**config.mk**
```make
export PLATFORM = sky130hd
export DESIGN_NAME = uart_8n1_transceiver
export DESIGN_NICKNAME = d
export VERILOG_FILES = /design/src/design/u8t_pkg.sv /design/src/design/u8t_tx.sv /design/src/design/u8t_rx.sv /design/src/design/uart_8n1_transceiver.sv
export SDC_FILE = /design/constraint.sdc
export NUM_CORES = 1
export LEC_CHECK = 0
export ABC_AREA = 1
export BUFFER_PORTS_ARGS = -buffer_cell sky130_fd_sc_hd__buf_2
export CAP_MARGIN = 10
export CORE_MARGIN = 1.5
export CORE_UTILIZATION = 45
export DETAILED_ROUTE_END_ITERATION = 12
export GPL_TIMING_DRIVEN = 1
export PLACE_DENSITY = 0.66
export REMOVE_ABC_BUFFERS = 1
export SYNTH_ARGS = -nofsm -noshare
export SYNTH_HDL_FRONTEND = slang
export SYNTH_SLANG_ARGS = --single-unit
```
**constraint.sdc**
```tcl
create_clock -name clk_i -period 2.9 [get_ports clk_i]
set_input_delay 0.435 -clock clk_i [delete_from_list [all_inputs] [get_ports clk_i]]
set_output_delay 0.435 -clock clk_i [all_outputs]
set_load 0.01 [all_outputs]
```
**src/design/u8t_pkg.sv**
```systemverilog
`default_nettype none
package u8t_pkg;

  localparam logic [3:0] TxFrameBits = 4'd10;
  localparam logic [3:0] TxStartLeft = 4'd9;
  localparam logic [3:0] RxDataBits  = 4'd8;

  localparam logic [15:0] BitPeriodReset = 16'd1667;

  typedef struct packed {
    logic line;
    logic busy;
  } tx_status_t;

  typedef struct packed {
    logic       ready;
    logic [7:0] data;
    logic       done;
  } rx_status_t;

endpackage
`default_nettype wire

```
**src/design/u8t_tx.sv**
```systemverilog
`default_nettype none
module u8t_tx (
  input  wire logic              clk_i,
  input  wire logic              rst_ni,
  input  wire logic              step_i,
  input  wire logic [15:0]       bit_period_i,
  input  wire logic              tx_load_i,
  input  wire logic [7:0]        tx_byte_i,
  output u8t_pkg::tx_status_t    status_o
);

  logic [15:0] phase_q, phase_d;
  logic [3:0]  bits_q, bits_d;
  logic [7:0]  shift_q, shift_d;
  logic        level_q, level_d;
  logic [16:0] phase_inc;

  assign phase_inc = {1'b0, phase_q} + 17'd1;

  always_comb begin
    phase_d = phase_q;
    bits_d  = bits_q;
    shift_d = shift_q;
    level_d = level_q;
    if (phase_inc >= {1'b0, bit_period_i}) begin
      phase_d = '0;
      if (bits_q != 4'd0) begin
        bits_d = bits_q - 4'd1;
        if (bits_d == u8t_pkg::TxStartLeft) begin
          level_d = 1'b0;
        end else if (bits_d == 4'd0) begin
          level_d = 1'b1;
        end else begin
          level_d = shift_q[0];
          shift_d = {1'b0, shift_q[7:1]};
        end
      end
    end else begin
      phase_d = phase_inc[15:0];
    end
    if (tx_load_i && (bits_d == 4'd0)) begin
      shift_d = tx_byte_i;
      bits_d  = u8t_pkg::TxFrameBits;
    end
  end

  always_ff @(posedge clk_i or negedge rst_ni) begin
    if (!rst_ni) begin
      phase_q <= '0;
      bits_q  <= '0;
      shift_q <= '0;
      level_q <= 1'b1;
    end else if (step_i) begin
      phase_q <= phase_d;
      bits_q  <= bits_d;
      shift_q <= shift_d;
      level_q <= level_d;
    end
  end

  assign status_o.line = level_q;
  assign status_o.busy = (bits_q != 4'd0);

  a_load_starts: assert property (@(posedge clk_i) disable iff (!rst_ni)
    step_i && tx_load_i && (bits_q == 4'd0) |=> bits_q == u8t_pkg::TxFrameBits)
    else $error("load on idle transmitter did not start a frame");

  a_idle_high: assert property (@(posedge clk_i) disable iff (!rst_ni)
    (bits_q == 4'd0) |-> level_q)
    else $error("idle transmitter not driving high");

  a_bits_range: assert property (@(posedge clk_i) disable iff (!rst_ni)
    bits_q <= u8t_pkg::TxFrameBits)
    else $error("transmit bit count out of range");

endmodule
`default_nettype wire

```
**src/design/u8t_rx.sv**
```systemverilog
`default_nettype none
module u8t_rx (
  input  wire logic              clk_i,
  input  wire logic              rst_ni,
  input  wire logic              step_i,
  input  wire logic [15:0]       bit_period_i,
  input  wire logic              rx_line_i,
  input  wire logic              rx_ack_i,
  output u8t_pkg::rx_status_t    status_o
);

  logic        active_q, active_d;
  logic [16:0] timer_q, timer_d;
  logic [3:0]  idx_q, idx_d;
  logic [7:0]  shift_q, shift_d;
  logic [7:0]  held_q, held_d;
  logic        full_q, full_d;
  logic        prev_q;
  logic        done_q, done_d;
  logic [17:0] period_x3;

  assign period_x3 = {1'b0, bit_period_i, 1'b0} + {2'b00, bit_period_i};

  always_comb begin
    active_d = active_q;
    timer_d  = timer_q;
    idx_d    = idx_q;
    shift_d  = shift_q;
    held_d   = held_q;
    full_d   = rx_ack_i ? 1'b0 : full_q;
    done_d   = 1'b0;
    if (active_q) begin
      if (timer_q <= 17'd1) begin
        if (idx_q < u8t_pkg::RxDataBits) begin
          shift_d = shift_q | (8'(rx_line_i) << idx_q[2:0]);
          idx_d   = idx_q + 4'd1;
          timer_d = {1'b0, bit_period_i};
        end else begin
          held_d   = shift_q;
          full_d   = 1'b1;
          done_d   = 1'b1;
          active_d = 1'b0;
          timer_d  = '0;
          idx_d    = '0;
        end
      end else begin
        timer_d = timer_q - 17'd1;
      end
    end else if (prev_q && !rx_line_i) begin
      active_d = 1'b1;
      timer_d  = period_x3[17:1];
      idx_d    = '0;
      shift_d  = '0;
    end
  end

  always_ff @(posedge clk_i or negedge rst_ni) begin
    if (!rst_ni) begin
      active_q <= 1'b0;
      timer_q  <= '0;
      idx_q    <= '0;
      shift_q  <= '0;
      held_q   <= '0;
      full_q   <= 1'b0;
      prev_q   <= 1'b1;
      done_q   <= 1'b0;
    end else if (step_i) begin
      active_q <= active_d;
      timer_q  <= timer_d;
      idx_q    <= idx_d;
      shift_q  <= shift_d;
      held_q   <= held_d;
      full_q   <= full_d;
      prev_q   <= rx_line_i;
      done_q   <= done_d;
    end
  end

  assign status_o.ready = full_q;
  assign status_o.data  = held_q;
  assign status_o.done  = done_q;

  a_done_full: assert property (@(posedge clk_i) disable iff (!rst_ni)
    done_q |-> full_q)
    else $error("completed byte not flagged ready");

  a_idle_index: assert property (@(posedge clk_i) disable iff (!rst_ni)
    !active_q |-> (idx_q == 4'd0))
    else $error("bit index nonzero while hunting for start");

  a_index_range: assert property (@(posedge clk_i) disable iff (!rst_ni)
    idx_q <= u8t_pkg::RxDataBits)
    else $error("receive bit index out of range");

endmodule
`default_nettype wire

```
**src/design/uart_8n1_transceiver.sv**
```systemverilog
// latency: the result of an item is presented on the cycle after it is accepted
// throughput: one item per cycle while out_ready_i takes results; the result register frees as its item is taken
// the state registers double as the result register and update only on accept
// reset is asynchronous active low: tx line idles high, receiver hunts for start
// bit period returns to 1667 accepted items per bit on reset
`default_nettype none
module uart_8n1_transceiver (
  input  wire logic        clk_i,
  input  wire logic        rst_ni,
  input  wire logic        in_valid_i,
  output logic             in_ready_o,
  input  wire logic        rx_line_i,
  input  wire logic        tx_load_i,
  input  wire logic [7:0]  tx_byte_i,
  input  wire logic        rx_ack_i,
  output logic             out_valid_o,
  input  wire logic        out_ready_i,
  output logic             tx_line_o,
  output logic             tx_busy_o,
  output logic             rx_ready_o,
  output logic [7:0]       rx_byte_o,
  output logic             rx_done_o,
  input  wire logic        psel,
  input  wire logic        penable,
  input  wire logic        pwrite,
  input  wire logic [2:0]  paddr,
  input  wire logic [31:0] pwdata,
  output logic [31:0]      prdata,
  output logic             pready
);

  logic        step;
  logic        out_valid_q;
  logic [15:0] bit_period_q;
  u8t_pkg::tx_status_t tx_status;
  u8t_pkg::rx_status_t rx_status;

  assign in_ready_o = !out_valid_q || out_ready_i;
  assign step       = in_valid_i && in_ready_o;

  always_ff @(posedge clk_i or negedge rst_ni) begin
    if (!rst_ni) begin
      out_valid_q <= 1'b0;
    end else if (step) begin
      out_valid_q <= 1'b1;
    end else if (out_ready_i) begin
      out_valid_q <= 1'b0;
    end
  end

  always_ff @(posedge clk_i or negedge rst_ni) begin
    if (!rst_ni) begin
      bit_period_q <= u8t_pkg::BitPeriodReset;
    end else if (psel && penable && pwrite && !paddr[2]) begin
      bit_period_q <= pwdata[15:0];
    end
  end

  assign pready = 1'b1;
  assign prdata = paddr[2] ? 32'd0 : {16'd0, bit_period_q};

  u8t_tx u_tx (
    .clk_i        (clk_i),
    .rst_ni       (rst_ni),
    .step_i       (step),
    .bit_period_i (bit_period_q),
    .tx_load_i    (tx_load_i),
    .tx_byte_i    (tx_byte_i),
    .status_o     (tx_status)
  );

  u8t_rx u_rx (
    .clk_i        (clk_i),
    .rst_ni       (rst_ni),
    .step_i       (step),
    .bit_period_i (bit_period_q),
    .rx_line_i    (rx_line_i),
    .rx_ack_i     (rx_ack_i),
    .status_o     (rx_status)
  );

  assign out_valid_o = out_valid_q;
  assign tx_line_o   = tx_status.line;
  assign tx_busy_o   = tx_status.busy;
  assign rx_ready_o  = rx_status.ready;
  assign rx_byte_o   = rx_status.data;
  assign rx_done_o   = rx_status.done;

  a_stall_blocks: assert property (@(posedge clk_i) disable iff (!rst_ni)
    !in_ready_o |-> out_valid_q && !out_ready_i)
    else $error("input stalled without a waiting result");

  a_result_after_step: assert property (@(posedge clk_i) disable iff (!rst_ni)
    step |=> out_valid_q)
    else $error("accepted item produced no result");

  a_status_hold: assert property (@(posedge clk_i) disable iff (!rst_ni)
    !step |=> $stable(rx_status) && $stable(tx_status))
    else $error("status changed without an accepted item");

endmodule
`default_nettype wire

```
==> impl.org, run 1 <==
** Synth
- Syn_area_per_cell :: 7.55 um2
- In this run, distinct cell masters in the synthesized netlist total 52.
- Mapped Area :: 6010 um2
- Of the total synthesized cell area, the portion taken by XOR and XNOR cells is 3.64%.
- Post-Synth Simple-Gate Area :: 25.5%
- Seq cells post-synth :: 87
- In the synthesized netlist, the number of instances is 796.
- Proportion of synthesized chip area in sequential cells :: 36.4%
- The synthesized netlist devotes 15.6% of its cell area to compound gates.
- In this run, synthesis inferred 0 flip-flops with an integrated enable.
- Combinational family with the most area after synthesis :: simple AND/OR/NAND/NOR gates
- Of the post-synthesis cell area, the part taken by muxes is 0%.
- Async set-reset flop share out of synthesis :: 100%
- For this run, the number of Yosys warnings is 0.
- In the synthesized netlist the dominant register cell turns out to be dfrtp_1.
- Post-synthesis adder-cell area fraction :: 8.66%

** Setup path
- Crit path launch type :: flip-flop
- Most prevalent standard cell on the critical path :: nand2_2
- Worst path bufs/invs :: 5
- The critical path is of the flip-flop to flip-flop type.
- Endpoint arrival time on the critical path :: 3.42 ns
- Kind of cell adding the most delay to the critical path :: simple AND/OR/NAND/NOR gates
- Crit end category :: flip-flop
- CP peak stage delay :: 0.37 ns
- The worst register-to-register path begins at u_tx.phase_q[1].
- In this run the worst setup path begins at u_tx.phase_q[1].
- CP max FO :: 7
- For the worst setup path, the data required time is 3.20 ns.
- For this design, the slowest cell found on the critical path is dfrtp_1.
- Across all register-to-register paths, the minimum setup slack is -0.22 ns.

** Clocking
- Clock-pin slew was measured on the worst setup and hold paths at 0.07 ns.
- The tree built by TritonCTS fans out to 87 sinks.
- Clock tree from TritonCTS :: yes
- CTS H-tree depth :: 3
- For this design, the CTS-stage hold fixing added 0 buffers.
- TritonCTS Buffers :: 9
- CTS root buf :: clkbuf_16
- For the worst-skew pair, the clock arrives at the later sink with an insertion delay of 0.35 ns.
- Number of buffers on the longest clock path :: 2

** Layout
- Count of placed standard cells in the final layout, fillers left out :: 1095
- Measured on the finished design, the core utilization comes to 57.3%.
- Multi-input combinational cell area :: 3590 um2
- From synthesis to final layout, the design area changed by 25.2%.
- Counting the fill cells in the layout gives 1228.
- For this run, the post-layout net count is 1007.
- Fraction of layout cells with a size suffix above 1 :: 26.5%
- Registers take 2190 um2.

** Place
- Routability-driven placement finished with a final weighted congestion of 0.884.
- After detailed placement, the design holds a cell count of 1059.
- In this run the tool buffered the top-level ports with 64 buffer cells.
- Pre-CTS setup slack :: -0.360 ns
- The wire-length estimate of the detail-placed layout is 10700 um.

** Routing
- The detail route stage leaves a number of antenna-violating nets equal to 0.
- Count of vias placed by the detailed router :: 5573
- DRC Markers :: 0
- After detailed routing, the average wire length per cell comes to 13.8 um.
- Initial DRC Count :: 256
- Via density per instance :: 5.09
- The pre-antenna-repair detailed-routing pass consisted of 5 iterations.
- Final wirelength :: 15200 um

** Floorplan
- Die Outline Area :: 14100 um2
- The die is 119 um wide.
- The initial utilization of the core area, before any placement, comes to 45.7%.
- The core region is 13100 um2.
- The floorplan has 42 rows.
- Die boundary height :: 119 um
- Number of ports placed on the die boundary :: 100

** GRT
- In the global route stage, overall resource usage came out at 21.7%.
- Overflow left after global routing :: 0
- The first global-routing pass estimated 24700 um of wire.
- Entering global routing, the biggest net connects 40 pins.
- The via count of the first global-routing pass is 5112.
- Initial antenna violation count :: 1

** Power
- Pwr Density :: 773 nW/um2
- Combinational power share :: 46.3%
- Design internal power :: 3.40 mW
- Sequential cell fraction of total power :: 32.1%
- The design draws 5.82 mW.
- Leakage :: 3.80 nW
- Share of power burned in the clock network :: 21.5%
- Net switching is 41.5% of the power.
- In this run the power spent charging and discharging nets is 2.41 mW.
- Worst-case vdd ir drop :: 0.000504 V

** Timing
- The number of slew-limit violations in the final report is 0.
- Setup violations, final :: 23
- The number of failing hold endpoints at the final stage is 0.
- Final Critical Period :: 3.12 ns
- The final critical path takes up 108% of the cycle.
- For the pin with the worst max-slew slack, the measured transition is 0.520 ns.
- Worst Setup Slack, final :: -0.225 ns
- Clock skew on the completed layout was measured at 0.00640 ns.
- Derived from the worst setup path, the maximum achievable clock frequency is 320 MHz.
- Setup repair after global routing could not meet its margin everywhere.
- Tightest slew margin relative to the limit :: 65.3%

** Hold path
- Worst hold path type :: input pin to async pin

** Run status
- Violations in the final reports :: negative setup slack
- Result of the run :: complete, but fails checks

** Job
- Across the run, the number of max-cap violations was 0.
-- kinds of logic after synthesis --
kind of cell | Yosys count
xor gates and xnor gates | 25
AOI/OAI and AO/OA | 166
buffers and inverters | 143
and+or+nand+nor | 332
adders and majority gates | 41
other | 2
DFF | 87
-- power groups by stage --
stage	combinational (mW)	clock [mW]	sequential (mW)
floorplan	1.67	0	1.82
detailed placement	2.30	0	1.88
finish	2.69	1.25	1.87
CTS	2.50	1.27	1.87
global placement	2.27	0	1.88
global route	3.03	1.34	1.92
-- sequential cells by signal (all words and copies together), names as in the netlist, 4 cells and up --
name,flops
u_rx.timer_q,17
bit_period_q,16
u_tx.phase_q,16
u_rx.held_q,8
u_rx.shift_q,8
u_tx.shift_q,8
u_rx.idx_q,4
u_tx.bits_q,4
-- per-stage QoR --
stage                     hold WS, ns  setup TNS, ns  area (um2)
final                          0.0495          -2.42        7530
after global routing           0.0762          -7.57        7530
after CTS                      0.0635          -3.31        7260
after detailed placement        0.440          -5.32        6730
after global placement          0.440          -4.90        6730
after floorplan                 0.139         -0.161        5870
-- layout make-up --
type,instances,share of cell area [%]
clock buffers,10,3.18
multi-input cells,583,47.7
clock inverters,6,1.01
inverters,108,5.42
repair buffers,124,10.7
diodes,1,0.0333
flip-flops and latches,87,29.0
well taps,176,2.93
-- metal layers --
layer  share of wire [%]  track usage [%]  vias up  wire [um]
met1                  46             29.6     2619       6920
met4                 1.8             5.80        0        266
li1                    -                -     2828          -
met3                 3.9             3.91       21        590
met5                   0                0        -          0
met2                  49             35.6      105       7390
-- cell usage after synthesis (3+ instances only) --
master,n,area share (%)
a21oi_1,54,4.5
a22oi_1,3,0.37
a31oi_1,12,1.2
buf_2,4,0.33
buf_4,17,2.1
clkbuf_1,13,0.81
dfrtp_1,80,33
dfstp_2,7,3.1
ha_1,40,8.3
inv_1,100,6.2
inv_2,8,0.50
nand2_1,146,9.1
nand2_2,12,1.2
nand3_1,47,3.9
nand3_4,3,0.87
nand4_1,12,1.2
nor2_1,89,5.6
nor2_2,6,0.62
nor3_1,3,0.25
o211ai_1,3,0.37
o21ai_0,64,5.3
o21ai_1,3,0.25
o22ai_1,7,0.73
o31ai_1,3,0.37
xnor2_1,7,1.0
xor2_1,18,2.6
-- worst paths after layout --
| check | end | cells after the start |
|---|---|---|
| setup / recovery | u_tx.shift_q[3] | 26 |
| hold / removal | u_rx.held_q[0] | 1 |
| setup reg to reg | u_tx.shift_q[3] | 26 |
| hold reg to reg | u_rx.held_q[5] | 2 |
| max in group asynchronous | bit_period_q[9] | 2 |
| min in group clk_i | u_tx.shift_q[7] | 3 |
-- layout by cell type, fill, tap and decap left out, types with 8 or more instances in the layout --
cell type,Yosys,routed
nand2_1,146,130
inv_1,100,94
nor2_1,89,86
dfrtp_1,80,80
buf_2,4,63
buf_4,17,53
a21oi_1,54,52
o21ai_0,64,51
nand3_1,47,41
ha_1,40,35
nand2_2,12,19
conb_1,2,17
xor2_1,18,16
inv_2,8,13
nand4_1,12,12
a31oi_1,12,12
o21ai_1,3,10
nand2_4,1,9
nand3_2,2,9
clkbuf_16,0,9
buf_6,0,8
-- timing repair --
item | CTS | global route
pin swaps | 27 | 37
cloned | 2 | 1
gates resized for setup | 34 | 56
setup buffers | 7 | 9
endpoints found under the setup margin | 26 | 28
(Power assumes the default switching activity.)
==> inputs of run 2 (changes only) <==
--- a/config.mk
+++ b/config.mk
@@ -12,7 +12,7 @@
 export CORE_UTILIZATION = 45
 export DETAILED_ROUTE_END_ITERATION = 12
 export GPL_TIMING_DRIVEN = 1
-export PLACE_DENSITY = 0.66
+export PLACE_DENSITY = 0.63
 export REMOVE_ABC_BUFFERS = 1
 export SYNTH_ARGS = -nofsm -noshare
 export SYNTH_HDL_FRONTEND = slang
==> constraint.sdc (replaced) <==
create_clock -name clk_i -period 3.2 [get_ports clk_i]
set_input_delay 0.48 -clock clk_i [delete_from_list [all_inputs] [get_ports clk_i]]
set_output_delay 0.48 -clock clk_i [all_outputs]
set_load 0.01 [all_outputs]
==> run 2 against run 1 <==
Net effect:
- the run still ends with negative setup slack left
- fmax shrank 2.4%
- power fell by 12%
- cell count is 1.4% lower
- critical endpoint is now u_tx.shift_q[6]
- largest cell class unchanged
==> impl.org, run 2 (synthesis results as in run 1) <==
** Setup path
- Measured in cells, the most critical reg-to-reg path has a length of 21.
- Worst Path Class, Setup :: flip-flop to flip-flop
- CP peak stage delay :: 0.44 ns
- Crit end category :: flip-flop
- CP max FO :: 7
- STA puts the critical path data required time at 3.50 ns.
- Endpoint arrival time on the critical path :: 3.50 ns
- Tracing the worst setup path back leads to its startpoint at u_tx.phase_q[0].
- The setup check on the worst reg-to-reg path leaves a slack of -0.0001 ns.
- Most prevalent standard cell on the critical path :: nand3_4
- Cell Chain, Critical Path :: nand3_4 -> nor2_4 -> nand3_2 -> nor2_1 -> inv_1 -> nor2_4 -> nand2_2 -> xor2_2 -> ha_1 -> nand3_2 -> nor3_4 -> buf_6 -> a21oi_4 -> nand3_4 -> nand2_2 -> nand2_4 -> nor2_8 -> nand3_4 -> nand2_4 -> nand2_1 -> nand2_1
- R2r startpoint :: u_tx.phase_q[0]
- In this run the critical register-to-register path is captured at u_tx.shift_q[6].
- Critical path's slowest cell :: dfrtp_2
- STA classifies the critical path startpoint as a flip-flop.

** Layout
- In the final layout, the multi-input gates occupy 3530 um2.
- 0 antenna diodes ended up in the layout.
- Fraction of layout cells with a size suffix above 1 :: 23.7%
- Most frequent standard cell in the layout excluding fill and tap cells :: nand2_1
- Area overhead of the layout relative to synthesis :: 22.0%
- At the end of the flow, the number of nets in the layout was 993.
- In the final layout, flip-flops and latches occupy 2190 um2.
- u_rx.timer_q holds more flip-flops than any other register.
- Number of flip-flops under the largest register name :: 17
- Biggest regs :: u_rx.timer_q x17, bit_period_q x16, u_tx.phase_q x16
- Commonest non-fill, non-tap cells in the layout :: nand2_1 (137), inv_1 (97), nor2_1 (87), dfrtp_1 (78), buf_2 (63)
- Final Core Density :: 55.8%
- The layout has 1233 filler cells.

** Floorplan
- Die Outline Area :: 14100 um2
- In this run the vertical extent of the chip is 119 um.
- Once the floorplan was initialized, standard cells occupied 45.7% of the core.
- In this run the count of I/O pins placed on the die edge is 100.
- Area of the core :: 13100 um2
- Width of the die :: 119 um
- The floorplan has 42 rows.

** Power
- Cell internal power was estimated by the tool at 2.94 mW.
- Sequential cell fraction of total power :: 33.5%
- Switching fraction of total power :: 42.8%
- The worst-case IR drop observed on VDD is 0.000518 V.
- Combinational power share :: 46.0%
- In this run, the clock network consumes 20.5% of the power.
- The analysis attributes to cell leakage a power of 3.72 nW.
- Power spent charging and discharging nets :: 2.20 mW
- In this run the power density over the cells is 700 nW/um2.

** Clocking
- Clock insertion delay at the later pin of the skew report :: 0.36 ns
- CTS root buf :: clkbuf_16
- Clock-pin slew was measured on the worst setup and hold paths at 0.07 ns.
- Number of buffers on the longest clock path :: 2
- CTS Hold Bufs :: 0
- CTS built an H-tree with a depth of 3.
- Buffers inserted during clock tree synthesis total 9.
- Clock tree from TritonCTS :: yes
- The tree built by TritonCTS fans out to 87 sinks.

** Timing
- Final slew viol count :: 0
- In this run the tightest slew margin relative to its limit is 44.5%.
- Final Skew :: 0.00886 ns
- Fraction of the cycle the final worst path needs :: 100%
- Setup repair after global routing could not meet its margin everywhere.
- Transition time at the pin with the least slew margin :: 0.832 ns
- Once routing completed, OpenROAD measured the worst setup slack at -0.000142 ns.
- Setup violations, final :: 1
- Counting I/O delays and the setup requirement, the final critical path takes 3.20 ns.
- Final Hold Fails :: 0
- Derived from the worst setup path, the maximum achievable clock frequency is 312 MHz.

** GRT
- The initial antenna violation count came to 0.
- Global-route wire length before repair :: 25200 um
- Total global-route track usage :: 22.2%
- For this run the aggregate overflow at the end of global routing stands at 0.
- Entering global routing, the biggest net connects 49 pins.
- Via count of the first global-routing pass :: 5447

** Job
- Max-capacitance violation count :: 0

** Run status
- The flow ran to the end, but the final reports show violations.
- Violations in the final reports :: negative setup slack

** Routing
- Wires add up to 15500 um.
- In this run, the number of DRC markers left after iteration 0 of detailed routing was 317.
- After detailed routing, the number of vias per cell comes to 5.23.
- DRC Markers :: 0
- Count of vias placed by the detailed router :: 5652
- Number of nets with antenna violations after detailed routing :: 0
- Detailed-routing iteration count for the pre-antenna-repair pass :: 4
- Routed WL per cell :: 14.4 um

** Place
- Routability congestion estimate :: 0.918
- Number of port buffers :: 64
- Pre-CTS setup slack :: -0.230 ns
- HPWL after DPL :: 11000 um

** Hold path
- The worst hold path belongs to the class input pin to async pin.
==> run 2: cell count changes in the layout (fill, tap and decap cells not counted), sizes merged <==
cell	delta
buf	-14
inv	+2
bufinv	-1
clkbuf	-1
clkinv	-1
clkinvlp	+1
diode	-1
==> run 2: worst max path at each step <==
stage | end | slack (ns)
3_5_place_dp | u_tx.shift_q[6] | -0.23
3_3_place_gp | u_tx.shift_q[1] | -0.13
5_1_grt | u_tx.shift_q[0] | -0.18
4_1_cts | u_tx.shift_q[5] | -0.02
6_report | u_tx.shift_q[6] | -0.0001
2_1_floorplan | u_tx.shift_q[0] | 0.28
==> run 2: power by group through the flow <==
stage,sequential (mW),combinational [mW],clock [mW]
5_1_grt,1.76,2.65,1.11
3_5_place_dp,1.72,2.08,0
4_1_cts,1.70,2.19,1.07
3_3_place_gp,1.70,2.02,0
2_1_floorplan,1.65,1.51,0
6_report,1.72,2.36,1.05
==> run 2: layout make-up <==
class	count	share of cell area, %
Multi-Input combinational cell	583	48.1
Sequential cell	87	29.9
Timing Repair Buffer	110	9.52
Inverter	108	5.56
Clock buffer	9	3.07
Tap cell	176	3.00
Clock inverter	7	0.836
==> run 2: through the flow <==
| stage | instances | hold slack [ns] | area [um2] | TNS (ns) | power [mW] |
|---|---|---|---|---|---|
| 2_1_floorplan | 776 | 0.184 | 5870 | 0 | 3.17 |
| 3_3_place_gp | 1043 | 0.460 | 6610 | -1.07 | 3.73 |
| 3_5_place_dp | 1043 | 0.469 | 6610 | -2.63 | 3.80 |
| 4_1_cts | 1069 | 0.165 | 7040 | -0.0869 | 4.96 |
| 5_1_grt | 1080 | 0.181 | 7330 | -2.08 | 5.52 |
| 6_report | 1080 | 0.132 | 7330 | -0.000142 | 5.13 |
==> run 2: routing by layer <==
| layer | part of all wire [%] | wire, um | GRT usage [%] | vias to the layer above |
|---|---|---|---|---|
| met1 | 43 | 6700 | 27.5 | 2674 |
| met5 | 0 | 0 | 0 | - |
| met3 | 4.7 | 723 | 4.34 | 27 |
| met2 | 50 | 7720 | 38.2 | 157 |
| li1 | - | - | - | 2794 |
| met4 | 2.3 | 350 | 8.21 | 0 |
==> run 2: worst max-delay path: cells and delay by family (launching register included) <==
family                     cells  cell delay [ns]
AOI/OAI and AO/OA              1             0.22
xor gates and xnor gates       1             0.15
adders and majority gates      1             0.32
buffers and inverters          2             0.19
DFF                            1             0.44
and+or+nand+nor               16             1.83
==> run 2: timing repair <==
| item | CTS | global route |
|---|---|---|
| endpoints found under the setup margin | 23 | 28 |
| setup buffers | 9 | 10 |
| pin swaps | 16 | 38 |
| gates cloned | 1 | 1 |
| resized for setup | 14 | 54 |
